==> config.mk <==
export PLATFORM = sky130hd
export DESIGN_NAME = fhdf_hash_acc
export DESIGN_NICKNAME = d
export VERILOG_FILES = /design/src/design/fhdf_pkg.sv /design/src/design/fhdf_hash_acc.sv
export SDC_FILE = /design/constraint.sdc
export NUM_CORES = 1
export LEC_CHECK = 0
export BUFFER_PORTS_ARGS = -buffer_cell sky130_fd_sc_hd__clkbuf_2
export CAP_MARGIN = 25
export CORE_MARGIN = 3
export CORE_UTILIZATION = 51
export CTS_BUF_LIST = sky130_fd_sc_hd__clkbuf_8
export CTS_CLUSTER_DIAMETER = 100
export DETAILED_ROUTE_END_ITERATION = 8
export PLACE_DENSITY_LB_ADDON = 0.08
export SLEW_MARGIN = 15
export SYNTH_ARGS = -nofsm -noshare
export SYNTH_HDL_FRONTEND = slang
export SYNTH_SLANG_ARGS = --single-unit
==> constraint.sdc <==
create_clock -name clk -period 7.11 [get_ports clk]
set_clock_uncertainty 0.1 [all_clocks]
set_input_delay 0.711 -clock clk [delete_from_list [all_inputs] [get_ports clk]]
set_output_delay 0.711 -clock clk [all_outputs]
set_load 0.02 [all_outputs]
==> src/design/fhdf_pkg.sv <==
// Shared types, constants and the FNV-1a fold function for the hash dedup filter.
package fhdf_pkg;

	localparam logic [31:0] FNV_BASIS = 32'd2166136261;
	localparam logic [31:0] FNV_PRIME = 32'd16777619;

	typedef struct packed {
		logic [7:0] data_byte;
		logic       is_line_part;
		logic       has_byte;
		logic       record_end;
	} item_beat_t;

	typedef struct packed {
		logic [31:0] hash_value;
		logic        is_duplicate;
	} result_beat_t;

	// Control broadcast along the row of ring cells.
	typedef struct packed {
		logic [31:0] key;
		logic        shift;
	} cell_ctl_t;

	function automatic logic [31:0] fold_byte(input logic [31:0] h, input logic [7:0] b);
		logic [31:0] x;
		x = h ^ {24'd0, b};
		return x * FNV_PRIME;
	endfunction

endpackage

==> src/design/fhdf_hash_acc.sv <==
// Running FNV-1a accumulator with capped line-byte count.
module fhdf_hash_acc #(
	parameter int LINE_CAP = 64
) (
	input  logic                clk,
	input  logic                arst_n,
	input  logic                accept,
	input  fhdf_pkg::item_beat_t beat,
	output logic [31:0]         hash_next
);
	import fhdf_pkg::*;

	localparam int CNT_W = $clog2(LINE_CAP + 1);

	logic [31:0]      hash_q;
	logic [CNT_W-1:0] cnt_q;
	logic             fold;

	assign fold = beat.has_byte && (!beat.is_line_part || (cnt_q < CNT_W'(LINE_CAP)));
	assign hash_next = fold ? fold_byte(hash_q, beat.data_byte) : hash_q;

	always_ff @(posedge clk or negedge arst_n) begin
		if (!arst_n) begin
			hash_q <= FNV_BASIS;
			cnt_q  <= '0;
		end else if (accept) begin
			if (beat.record_end) begin
				hash_q <= FNV_BASIS;
				cnt_q  <= '0;
			end else begin
				hash_q <= hash_next;
				if (fold && beat.is_line_part) begin
					cnt_q <= cnt_q + CNT_W'(1);
				end
			end
		end
	end

endmodule

==> results.toml <==
[sta]
hold_viol_final = 0
setup-violations-final = 0
min_period_ns = 6.858
fmax_ghz = 0.1458
min_period_over_period_pct = 96.46
slew_headroom_pct = 44.94
slew_violations = 0
worstMarginPinSlew_ns = 0.8239

[drt]
m1WireLength_um = 8123
dr.pass1.iters = 6
via_count = 5799
dr_wl_met3_um = 736
dr.max_layer_used = "met4"
ant_nets = 0
vias_per_cell = 5.549
wire_per_inst_um = 18.24
drt_iter0_drc = 306
dr_wl_met2_um = 9511
drc = 0
routed_wl_um = 19060

[clocking]
cts_buffers = 5
clock-sinks = 39
ctsHoldBuffers = 0
clockBufferDepth = 2
clkTransAtPathRegs_ns = 0.10
cts_tree = "done"
clkLatencyLatePin_ns = 0.33
ctsHtreeMaxLevel = 2
cts_root_buf = "clkbuf_8"

[critical_path]
required_ns = 6.30
crit_type = "reg -> out"
crit_path_top_delay_cell = "dfstp_2"
critPathLaunchType = "flop"
crit_chain = "xor2_1 > buf_4 > ha_1 > ha_1 > fa_1 > ha_1 > fa_1 > ha_1 > inv_1 > fa_1 > inv_1 > ha_1 > a2111oi_2 > o21ai_1 > o21ai_2 > o41ai_4 > buf_4 > a41oi_4 > o21ai_4 > a221oi_4 > xor2_1 > a21oi_1 > buf_4"
critPathMaxStageDelay_ns = 0.57
cp_max_fo = 5
cp_top_family = "adder cells"
worst_setup_path_end_kind = "primary output"
path_buf_inv = 5
crit_arrival_ns = 6.05
critPathMostFrequentCell = "ha_1"

[layout]
final_nets = 1138
area.growth.synth_to_final_pct = 10.12
fin_area_mm2 = 0.008278
drive_above_1_share_pct = 13.18
n_antenna_cell = 0
nFillCells = 1301
layout_commonest_cell = "ha_1"
final_cell_mix = "186 x ha_1, 165 x inv_1, 74 x fa_1, 70 x nand2_1, 44 x clkbuf_2"

[synth]
syn-num-nets = 1075
syn_area_mm2 = 0.007517
synthCells = 801
yosysUniqueCellTypes = 52
synth_edf_count = 0
syn_avg_cell_area_um2 = 9.385
ys_ff_latch = 39
synthFlopType = "dfrtp_1"
yosysSeqAreaShare_pct = 13.22
yosys_warnings = 0
async_reset_ff_share_pct = 100.0

[grt]
grt.overflow.total = 0
grt_pass1_vias = 6175
track_usage_pct = 24.86
antenna_found_initial = 0
grt_start_max_net_pins = 58
grt_pass1_wl_um = 31240

[die]
die_h_um = 127.4
pin_count = 46
rows = 43
die_w_um = 127.4
initial_core_util_pct = 53.13
core_area_mm2 = 0.01415
dieArea_mm2 = 0.01623

[min_path]
hold_class = "in -> async"

[placement]
hpwl_um = 15580
gp_congestion = 0.8918
io_buffers = 45
placedInstanceArea_mm2 = 0.008060

[run]
maxCapViolations = 0

[outcome]
status = "finished clean"
kinds of logic (layout without fill, tap and decap cells):
group                    count (synthesis)  after routing  share of synthesized area, %
AO/OA/AOI/OAI                          140            140                         13.02
buffers and inverters                  181            245                         9.038
adder cells (fa/ha/maj)                260            260                         50.67
multiplexers                             3              3                        0.4161
XOR/XNOR                                56             56                         6.525
flip-flops                              39             39                         13.22
AND/OR/NAND/NOR                        122            122                         7.124
repair_timing:
item / 4_1_cts / 5_1_grt
setup endpoints to repair: 0 / 8
resized for setup: 0 / 11
setup buffers: 0 / 7
endpoints found under the hold margin: 0 / 0
per-layer routing:
metal  vias to the layer above  track usage [%]
met1                      2847            31.52
met2                       117            43.54
met5                         -                0
met4                         0            9.085
li1                       2797                -
met3                        38            2.968
cell usage after synthesis (2+ instances only):
library cell  instances  area share, %
a21o_1               16            1.6
a21oi_1              30            2.0
a22o_1               11            1.3
a31oi_1               4           0.33
and2_1                3           0.25
and3_1                2           0.17
and4_1                2           0.23
buf_1                 2           0.10
clkbuf_1             14           0.70
dfrtp_1              25            8.3
dfstp_2              14            4.9
fa_1                 74             20
ha_1                186             31
inv_1               165            8.2
mux2i_1               2           0.27
nand2_1              71            3.5
nand2b_1              4           0.33
nand3_1              10           0.67
nand4_1               3           0.25
nor2_1               20            1.0
nor3_1                2           0.13
o211ai_1              3           0.30
o21a_1                2           0.20
o21ai_0               4           0.27
o21ai_1              32            2.1
o21ai_2               2           0.23
o21bai_1              2           0.20
o221ai_1              3           0.35
o22a_1               11            1.3
o2bb2ai_1             3           0.35
o31ai_1               4           0.40
xnor2_1              25            2.9
xor2_1               31            3.6
through the flow:
stage	setup slack (ns)	TNS [ns]	hold WS, ns	utilization, %	cells
floorplan	0.4524	0	0.3154	-	801
global placement	0.1527	0	0.4192	56.96	1030
detailed placement	0.07439	0	0.4428	56.96	1030
CTS	0.04039	0	0.3573	57.62	1038
global route	-0.04135	-0.1232	0.3910	58.50	1045
finish	0.2520	0	0.3461	58.50	1045
worst paths after layout:
path	start	to	slack (ns)	depth (start not counted)
setup / recovery	hash_q[6]	hash_next[31]	0.25	23
hold / removal	arst_n	hash_q[28]	0.35	2
setup reg to reg	hash_q[6]	hash_q[31]	1.23	23
hold reg to reg	hash_q[31]	hash_q[31]	0.46	2
max in group asynchronous	arst_n	hash_q[10]	6.16	2
min in group clk	hash_q[31]	hash_q[31]	0.46	2
registers in the layout (all words and copies together), names as in the netlist:
register  flops
cnt_q         7
hash_q       32
area by class of cell:
| class | count | area, um^2 | area share (%) |
|---|---|---|---|
| multi-input cells | 581 | 5917 | 71.48 |
| well taps | 180 | 225.2 | 2.721 |
| repair buffers | 72 | 430.4 | 5.200 |
| flip-flops and latches | 39 | 993.5 | 12.00 |
| clock buffers | 5 | 68.82 | 0.8313 |
| inverters | 165 | 619.3 | 7.482 |
| clock inverters | 3 | 23.77 | 0.2872 |
Power is left out: the tool's default activity adds up to more than one toggle a clock period on the data nets, which glitch-free logic cannot reach.
