[src/design/fhdf_pkg.sv]
// Shared types, constants and the FNV-1a fold function for the hash dedup filter.
package fhdf_pkg;

	localparam logic [31:0] FNV_BASIS = 32'd2166136261;
	localparam logic [31:0] FNV_PRIME = 32'd16777619;

	typedef struct packed {
		logic [7:0] data_byte;
		logic       is_line_part;
		logic       has_byte;
		logic       record_end;
	} item_beat_t;

	typedef struct packed {
		logic [31:0] hash_value;
		logic        is_duplicate;
	} result_beat_t;

	// Control broadcast along the row of ring cells.
	typedef struct packed {
		logic [31:0] key;
		logic        shift;
	} cell_ctl_t;

	function automatic logic [31:0] fold_byte(input logic [31:0] h, input logic [7:0] b);
		logic [31:0] x;
		x = h ^ {24'd0, b};
		return x * FNV_PRIME;
	endfunction

endpackage

[src/design/fhdf_ring_cell.sv]
// One ring cell: holds a recent hash, shifts on insert, chains the hit flag.
module fhdf_ring_cell (
	input  logic                clk,
	input  logic                arst_n,
	input  fhdf_pkg::cell_ctl_t ctl,
	input  logic [31:0]         entry_in,
	input  logic                hit_in,
	output logic [31:0]         entry_out,
	output logic                hit_out
);
	import fhdf_pkg::*;

	logic [31:0] entry_q;
	logic        hit_q;

	assign entry_out = entry_q;
	assign hit_out   = hit_q;

	always_ff @(posedge clk or negedge arst_n) begin
		if (!arst_n) begin
			entry_q <= '0;
			hit_q   <= 1'b0;
		end else begin
			hit_q <= hit_in | (entry_q == ctl.key);
			if (ctl.shift) begin
				entry_q <= entry_in;
			end
		end
	end

endmodule

[config.mk]
export PLATFORM = sky130hd
export DESIGN_NAME = fhdf_ring_cell
export DESIGN_NICKNAME = d
export VERILOG_FILES = /design/src/design/fhdf_pkg.sv /design/src/design/fhdf_ring_cell.sv
export SDC_FILE = /design/constraint.sdc
export NUM_CORES = 1
export LEC_CHECK = 0
export BUFFER_PORTS_ARGS = -buffer_cell sky130_fd_sc_hd__buf_2
export CAP_MARGIN = 20
export CORE_MARGIN = 3
export CORE_UTILIZATION = 38
export CTS_CLUSTER_DIAMETER = 60
export DETAILED_ROUTE_END_ITERATION = 12
export PLACE_DENSITY = 0.87
export SYNTH_ARGS = -nofsm -noshare
export SYNTH_HDL_FRONTEND = slang
export SYNTH_SLANG_ARGS = --single-unit
[constraint.sdc]
create_clock -name clk -period 1.1 [get_ports clk]
set_input_delay 0.11 -clock clk [delete_from_list [all_inputs] [get_ports clk]]
set_output_delay 0.11 -clock clk [all_outputs]
set_load 0.02 [all_outputs]
==> results of run 1 <==
logic make-up after synthesis:
group,share of synthesized area
xor+xnor,0.179
simple gates,0.0384
buf+inv,0.0168
flops,0.528
compound gates,0.00641
mux,0.231
stage by stage:
step,setup WS [ps],instances,total power (uW)
6_report,-150,290,3270
5_1_grt,-232,290,3450
4_1_cts,-147,290,3240
3_5_place_dp,-232,281,2370
3_3_place_gp,-223,281,2340
2_1_floorplan,-83.1,112,1910
final timing paths:
path / to / slack (ps) / depth (start not counted)
worst max-delay path: hit_out / -150 / 4
worst min-delay path: hit_out / 20 / 2
worst max register to register: hit_out / -150 / 4
worst min register to register: entry_out[13] / 540 / 1
max in group asynchronous: entry_out[13] / 330 / 3
min in group asynchronous: entry_out[10] / 330 / 2
flip-flops by register name, indices dropped and copies added (netlist names):
| register | flops |
|---|---|
| entry_out | 32 |
| hit_out | 1 |
metal layers:
metal	up-vias	wire length [um]
met5	-	0
met4	0	121
met3	8	293
met2	60	2250
met1	627	1470
li1	646	-
worst max-delay path, cell delays in order (launching register included):
cell     delay [ps]
dfrtp_2         420
xnor2_2         160
nand4_1         140
nor4_1          280
a41o_1          190
area by class of cell:
cell class,count,area (um^2),share of cell area
sequential,33,840,0.333
timing repair buffer,126,796,0.315
multi-input combinational,75,747,0.296
clock buffer,8,80.1,0.0317
tap,48,60.1,0.0238
what timing repair did:
| item | 4_1_cts | 5_1_grt |
|---|---|---|
| hold buffers | 1 | 0 |
| endpoints found under the hold margin | 16 | 0 |
| pin swaps | 3 | 1 |
| cloned | 0 | 0 |
| endpoints found under the setup margin | 1 | 11 |
| setup buffers | 0 | 1 |
| gates resized for setup | 4 | 24 |
power groups by stage:
stage	Clock [uW]	Combinational, uW	Sequential, uW
2_1_floorplan	0	293	1610
6_report	839	997	1440
4_1_cts	874	936	1430
3_3_place_gp	0	893	1450
3_5_place_dp	0	915	1460
5_1_grt	921	1070	1460
cells in the mapped netlist:
| library cell | count | area share |
|---|---|---|
| xnor2_1 | 24 | 0.13 |
| clkbuf_1 | 1 | 0.0024 |
| nand4_1 | 6 | 0.024 |
| xor2_1 | 8 | 0.045 |
| nor2_1 | 1 | 0.0024 |
| dfrtp_1 | 33 | 0.53 |
| a41o_1 | 1 | 0.0064 |
| mux2_1 | 2 | 0.014 |
| buf_4 | 3 | 0.014 |
| nor4_1 | 3 | 0.012 |
| mux2_2 | 30 | 0.22 |
==> impl_metrics.yaml, run 1 <==
timing:
  fmax_mhz: 800
  fin_worst_skew_ps: 4.72
  slew_viol_final: 0
  slew-limit-headroom: 0.716
  worst_slew_pin_slew_ps: 426
  period_minus_slack_ps: 1250
  rsz0062_at_grt: "yes"
  finalHoldViolCount: 0
  tns_ps: -150
  hold_slack_ps: 24.9
  worst_slack_ps: -150
  final.period_utilization: 1.14
  setup_viol: 1
placed_design:
  placed_cell_area_um2: 2320
  io_buffers: 100
  dpl.hpwl_um: 3320
  gp_congestion: 0.746
power:
  power.leakage_uw: 0.00121
  intPower_uw: 2350
  power.switching_uw: 928
  power.share.clock: 0.256
  peakVddDrop_uv: 818
  power_frac_comb: 0.305
  switching_share: 0.284
  p_seq_frac: 0.439
  power_density_nw_per_um2: 1300
layout:
  fillCellCount: 287
  fin_area_um2: 2520
  final_util: 0.664
  syn_to_final_growth_pct: 61.4
  drive_gt1_frac: 0.727
  diodes: 0
  final_common_cell: "buf_2"
  final_cell_mix: "buf_2, mux2_2, dfrtp_1, buf_4, xnor2_1"
  final_net_count: 309
drt:
  first_iter_violations: 19
  drc_errors: 0
  route.detailed.wl_per_inst_um: 14.2
  wirelength_um: 4130
  vias_per_cell: 4.62
  dr.pass1.iters: 3
  ant_nets: 0
  vias: 1341
yosys:
  ys_warn_count: 0
  synth_cell_types: 11
  synthCells: 112
  syn_nets: 180
  ys_seq_area_frac: 0.528
  ys_seq_elements: 33
  syn_area_um2: 1560
  avgSynthCellArea_um2: 14.0
critical_path:
  setup.worst_path.start: "entry_out[25]"
  critPathKind: "flip-flop to flip-flop"
  critical_path_arrival_ps: 1460
  cp.required_ps: 1310
  r2r-start: "entry_out[25]"
  end_kind: "flip-flop"
  worstSetupStartpointType: "flip-flop"
  cp_max_fo: 2
grt:
  grtUsageTotal: 0.170
  gr-usage-met1: 0.183
  grt_most_used_layer: "met2"
  use_met2: 0.304
  grt_pass1_wl_um: 6520
  grt_pass1_vias: 1460
  gr-total-overflow: 0
  gr-usage-met3: 0.0417
  antenna_found_initial: 0
  grt_max_degree: 21
clocking:
  root_buffer: "clkbuf_8"
  cts.sinks: 33
  cts_tree: "built"
  clockBufferDepth: 2
  clk_pin_slew_worst_paths_ps: 60
  cts_made_buffers: 5
  clk-insertion-delay-late_ps: 270
  h-tree-depth: 2
floorplanning:
  die_w_um: 70.1
  fp.dieArea_um2: 4920
  start_util: 0.411
  rows: 22
  num_io_pins: 101
  core_um2: 3800
  die_y_um: 70.1
status:
  outcome: "complete, but fails checks"
  violations: "negative setup slack"
run:
  cap_violations: 0
worst_hold_path:
  hold_path.class: "input pin to flip-flop"
  min-delay-start: "hit_in"
Power figures use the tool's default switching activity.
==> run 2: changes to the inputs <==
Settings changed: SKIP_LAST_GASP set to 1.
==> run 2 against run 1 <==
The run still ends with negative setup slack left. Hold slack about the same. Fmax up 0.16%. Via count about the same. Register-to-register slack about the same. Power down 0.17%. Non-clock buffer count unchanged. Wire length down 0.36%. Combinational power down 0.5%. Cell count unchanged. Largest power group unchanged. Highest routed layer unchanged.
==> impl_metrics.yaml, run 2 (same netlist as run 1, synthesis figures left out) <==
status:
  outcome: "complete, but fails checks"
  violations: "negative setup slack"
grt:
  grt_pass1_vias: 1455
  grt_max_degree: 21
  antenna_found_initial: 0
  grtUsageTotal: 0.170
  grt_pass1_wl_um: 6490
  gr-total-overflow: 0
clocking:
  clockBufferDepth: 2
  cts_made_buffers: 5
  cts.sinks: 33
  cts_tree: "built"
  h-tree-depth: 2
  clk_pin_slew_worst_paths_ps: 60
  clk-insertion-delay-late_ps: 270
  root_buffer: "clkbuf_8"
placed_design:
  gp_congestion: 0.746
  placed_cell_area_um2: 2320
  io_buffers: 100
  dpl.hpwl_um: 3320
worst_hold_path:
  hold_path.class: "input pin to flip-flop"
run:
  cap_violations: 0
layout:
  final_net_count: 309
  diodes: 0
  drive_gt1_frac: 0.727
  final_cell_mix: "buf_2, mux2_2, dfrtp_1, buf_4, xnor2_1"
  largest_register_ffs: 32
  syn_to_final_growth_pct: 61.0
  fin_area_um2: 2520
  final_common_cell: "buf_2"
floorplanning:
  core_um2: 3800
  rows: 22
  start_util: 0.411
  die_y_um: 70.1
  num_io_pins: 101
  die_w_um: 70.1
  fp.dieArea_um2: 4920
drt:
  route.detailed.wl_per_inst_um: 14.2
  dr_wl_met3_um: 288
  vias: 1340
  drc_errors: 0
  dr_wl_met2_um: 2240
  vias_per_cell: 4.62
  dr.pass1.iters: 3
  wl_met1_um: 1470
  wirelength_um: 4120
  topRoutingLayerUsed: "met4"
  first_iter_violations: 19
  ant_nets: 0
power:
  power_density_nw_per_um2: 1300
  power.leakage_uw: 0.00121
  total_power_uw: 3270
  peakVddDrop_uv: 810
critical_path:
  end_kind: "flip-flop"
  critical_path_arrival_ps: 1460
  cp.required_ps: 1310
  worstSetupStartpointType: "flip-flop"
  r2r_setup_slack_ps: -150
  cp_max_fo: 2
  critPathKind: "flip-flop to flip-flop"
timing:
  final.period_utilization: 1.13
  fin_worst_skew_ps: 4.69
  fmax_mhz: 801
  tns_ps: -148
  worst_slack_ps: -148
  hold_slack_ps: 24.9
  period_minus_slack_ps: 1250
  rsz0062_at_grt: "yes"
  slew-limit-headroom: 0.717
  finalHoldViolCount: 0
  setup_viol: 1
  slew_viol_final: 0
  worst_slew_pin_slew_ps: 425
run 2: changes by cell type in the layout (fill, tap and decap cells not counted):
cell	change
buf_6	-1
buf_2	+1
run 2: power by group:
part | switching [uW] | internal (uW) | total (uW)
clock network | 390 | 449 | 839
registers | 95.1 | 1340 | 1440
logic | 442 | 550 | 992
run 2: stage by stage:
step	setup WS [ps]	std cells	util
global placement	-223	281	0.612
global route	-232	290	0.662
finish	-148	290	0.662
CTS	-147	290	0.639
floorplan	-83.1	112	-
detailed placement	-232	281	0.612
run 2: routing by layer:
metal  GRT usage  vias up
met3      0.0417        8
met4      0.0915        0
met5           0        -
met2       0.302       60
met1       0.183      626
li1            -      646
run 2: critical path, stage by stage, from the launching register on:
cell,delay (ps)
dfrtp_2,420
xnor2_2,160
nand4_1,140
nor4_1,280
a41o_1,190
run 2: cell type report:
| cell class | instances | area [um^2] |
|---|---|---|
| Clock buffer | 8 | 80.1 |
| Fill cell | 286 | 1280 |
| Multi-Input combinational cell | 75 | 747 |
| Sequential cell | 33 | 840 |
| Tap cell | 48 | 60.1 |
| Timing Repair Buffer | 126 | 790 |
run 2: what timing repair did:
item	in CTS	in global routing
gates resized for setup	2	24
hold endpoints to repair	16	0
pin swaps	3	1
hold buffers	1	0
endpoints found under the setup margin	1	11
setup buffers	0	1
run 2: final timing paths:
kind,start,endpoint,cells past startpoint
worst max-delay path,entry_out[25],hit_out,4
max in group asynchronous,arst_n,entry_out[13],3
worst min register to register,entry_out[13],entry_out[13],1
worst min-delay path,hit_in,hit_out,2
worst max register to register,entry_out[25],hit_out,4
min in group asynchronous,arst_n,entry_out[10],2
==> run 3: changes to the inputs <==
Clock period 1.1 ns to 1 ns, I/O delays scaled along.
==> run 3 against run 2 <==
The run still ends with negative setup slack left. Wire length grew 5.1%. Die area is the same. Combinational power grew 26%. Design area grew 7.6%. Sequential power grew 11%. Count of clock-buffer cells in the layout shrank 2. Power grew 15%. Sequential share of layout area shrank 2.3 points. Global-route usage grew 1.3 points. Via count shrank 1.9%. Fmax grew 2.6%. Sequential cell count is the same.
==> impl_metrics.yaml, run 3 (same netlist as run 1, synthesis figures left out) <==
critical_path:
  slowest_stage: "dfrtp_2"
  cpPeakStageDelay_ps: 430
  r2r_setup_slack_ps: -220
  crit_family: "flip-flops"
  cp_max_fo: 3
  critPathKind: "flip-flop to flip-flop"
  worstSetupStartpointType: "flip-flop"
  r2r-start: "entry_out[13]"
  cp-endpoint: "hit_out"
  crit_chain: "xnor2_2 -> nand4_1 -> nor4_2 -> a41o_1"
  setup.worst_path.start: "entry_out[13]"
  crit_cells: 4
  rr_worst_depth: 4
  cp.required_ps: 1210
  timing.rr.end: "hit_out"
  worst-path-buf-inv: 0
  end_kind: "flip-flop"
  critical_path_arrival_ps: 1420
drt:
  route.detailed.wl_per_inst_um: 14.8
  dr_wl_met3_um: 251
  vias_per_cell: 4.48
  vias: 1314
  dr_wl_met2_um: 2450
  topRoutingLayerUsed: "met4"
  ant_nets: 0
  wirelength_um: 4320
  dr.pass1.iters: 2
  wl_met1_um: 1540
  drc_errors: 0
  first_iter_violations: 5
status:
  outcome: "complete, but fails checks"
  violations: "negative setup slack"
grt:
  grt_pass1_vias: 1550
  grtUsageTotal: 0.183
  grt_pass1_wl_um: 7020
  antenna_found_initial: 0
  grt_max_degree: 22
  gr-total-overflow: 0
layout:
  syn_to_final_growth_pct: 73.2
  final_common_cell: "buf_2"
  drive_gt1_frac: 0.735
  final_net_count: 312
  final_cell_mix: "buf_2, buf_6, mux2_2"
  largest_register_ffs: 32
  final_cell_count_no_fill: 293
  final_util: 0.712
  diodes: 0
  fillCellCount: 257
clocking:
  cts_made_buffers: 5
  cts.sinks: 33
  clockBufferDepth: 2
  root_buffer: "clkbuf_8"
  clk_pin_slew_worst_paths_ps: 60
  h-tree-depth: 2
  cts_tree: "built"
  clk-insertion-delay-late_ps: 270
timing:
  worst_slew_pin_slew_ps: 319
  worst_slack_ps: -217
  fmax_mhz: 822
  finalHoldViolCount: 0
  fin_worst_skew_ps: 8.60
  slew-limit-headroom: 0.787
  setup_viol: 26
  tns_ps: -826
  period_minus_slack_ps: 1220
  slew_viol_final: 0
  rsz0062_at_grt: "yes"
  final.period_utilization: 1.22
run:
  cap_violations: 0
power:
  power.leakage_uw: 0.00128
  power_density_nw_per_um2: 1390
  peakVddDrop_uv: 877
floorplanning:
  die_w_um: 70.1
  num_io_pins: 101
  rows: 22
  core_um2: 3800
  start_util: 0.411
  die_y_um: 70.1
  fp.dieArea_um2: 4920
placed_design:
  io_buffers: 100
  gp_congestion: 0.781
  dpl.hpwl_um: 3340
  dp.cells: 284
worst_hold_path:
  hold_path.class: "input pin to flip-flop"
==> run 3: cell types whose count changed in the layout (fill, tap and decap cells not counted) <==
cell,change
xnor2_1,+2
clkinv_2,+2
clkbuf_1,-2
buf_4,-20
buf_2,-14
nor4_1,-1
buf_6,+37
xnor2_2,-2
nor4_2,+1
==> run 3: how the worst min path moves through the flow <==
stage | startpoint | to | slack (ps) | cells past startpoint
2_1_floorplan | arst_n | entry_out[0] | -200 | 0
3_3_place_gp | arst_n | entry_out[30] | 7 | 1
3_5_place_dp | arst_n | entry_out[30] | 5 | 1
4_1_cts | hit_in | hit_out | 20 | 2
5_1_grt | hit_in | hit_out | 30 | 2
6_report | hit_in | hit_out | 20 | 2
==> run 3: worst register-to-register path, delay by kind of cell (launching register included) <==
family	cells	cell delay [ps]
AOI/OAI and AO/OA	1	190
xor gates and xnor gates	1	140
DFF	1	430
and+or+nand+nor	2	390
==> run 3: power breakdown <==
group	internal (uW)	switching (uW)
logic	738	511
clock network	481	444
registers	1480	119
total	2700	1070
==> run 3: metal layers <==
metal | track usage | vias up
met5 | 0 | -
met3 | 0.0403 | 6
li1 | - | 652
met4 | 0.0681 | 0
met1 | 0.195 | 600
met2 | 0.347 | 56
==> run 3: timing repair <==
action                                  4_1_cts  5_1_grt
pin swaps                                     2        0
cloned                                        0        0
hold endpoints to repair                     32        0
endpoints found under the setup margin       25       26
gates resized for setup                      74       10
buffers inserted                              4        8
hold buffers                                  1        0
==> run 3: final cells by class <==
cell class / count / area [um^2] / area share
repair buffers: 129 / 986 / 0.364
flip-flops and latches: 33 / 840 / 0.310
multi-input cells: 75 / 738 / 0.273
clock buffers: 6 / 72.6 / 0.0268
well taps: 48 / 60.1 / 0.0222
clock inverters: 2 / 10.0 / 0.00370
==> run 3: per-stage QoR <==
stage	instance area (um^2)	hold slack (ps)	power (uW)	setup WS, ps
global placement	2350	6.93	2590	-316
CTS	2690	15.4	3790	-239
detailed placement	2350	4.95	2630	-334
global route	2710	27.8	3970	-290
finish	2710	19.3	3770	-217
floorplan	1580	-196	2100	-183
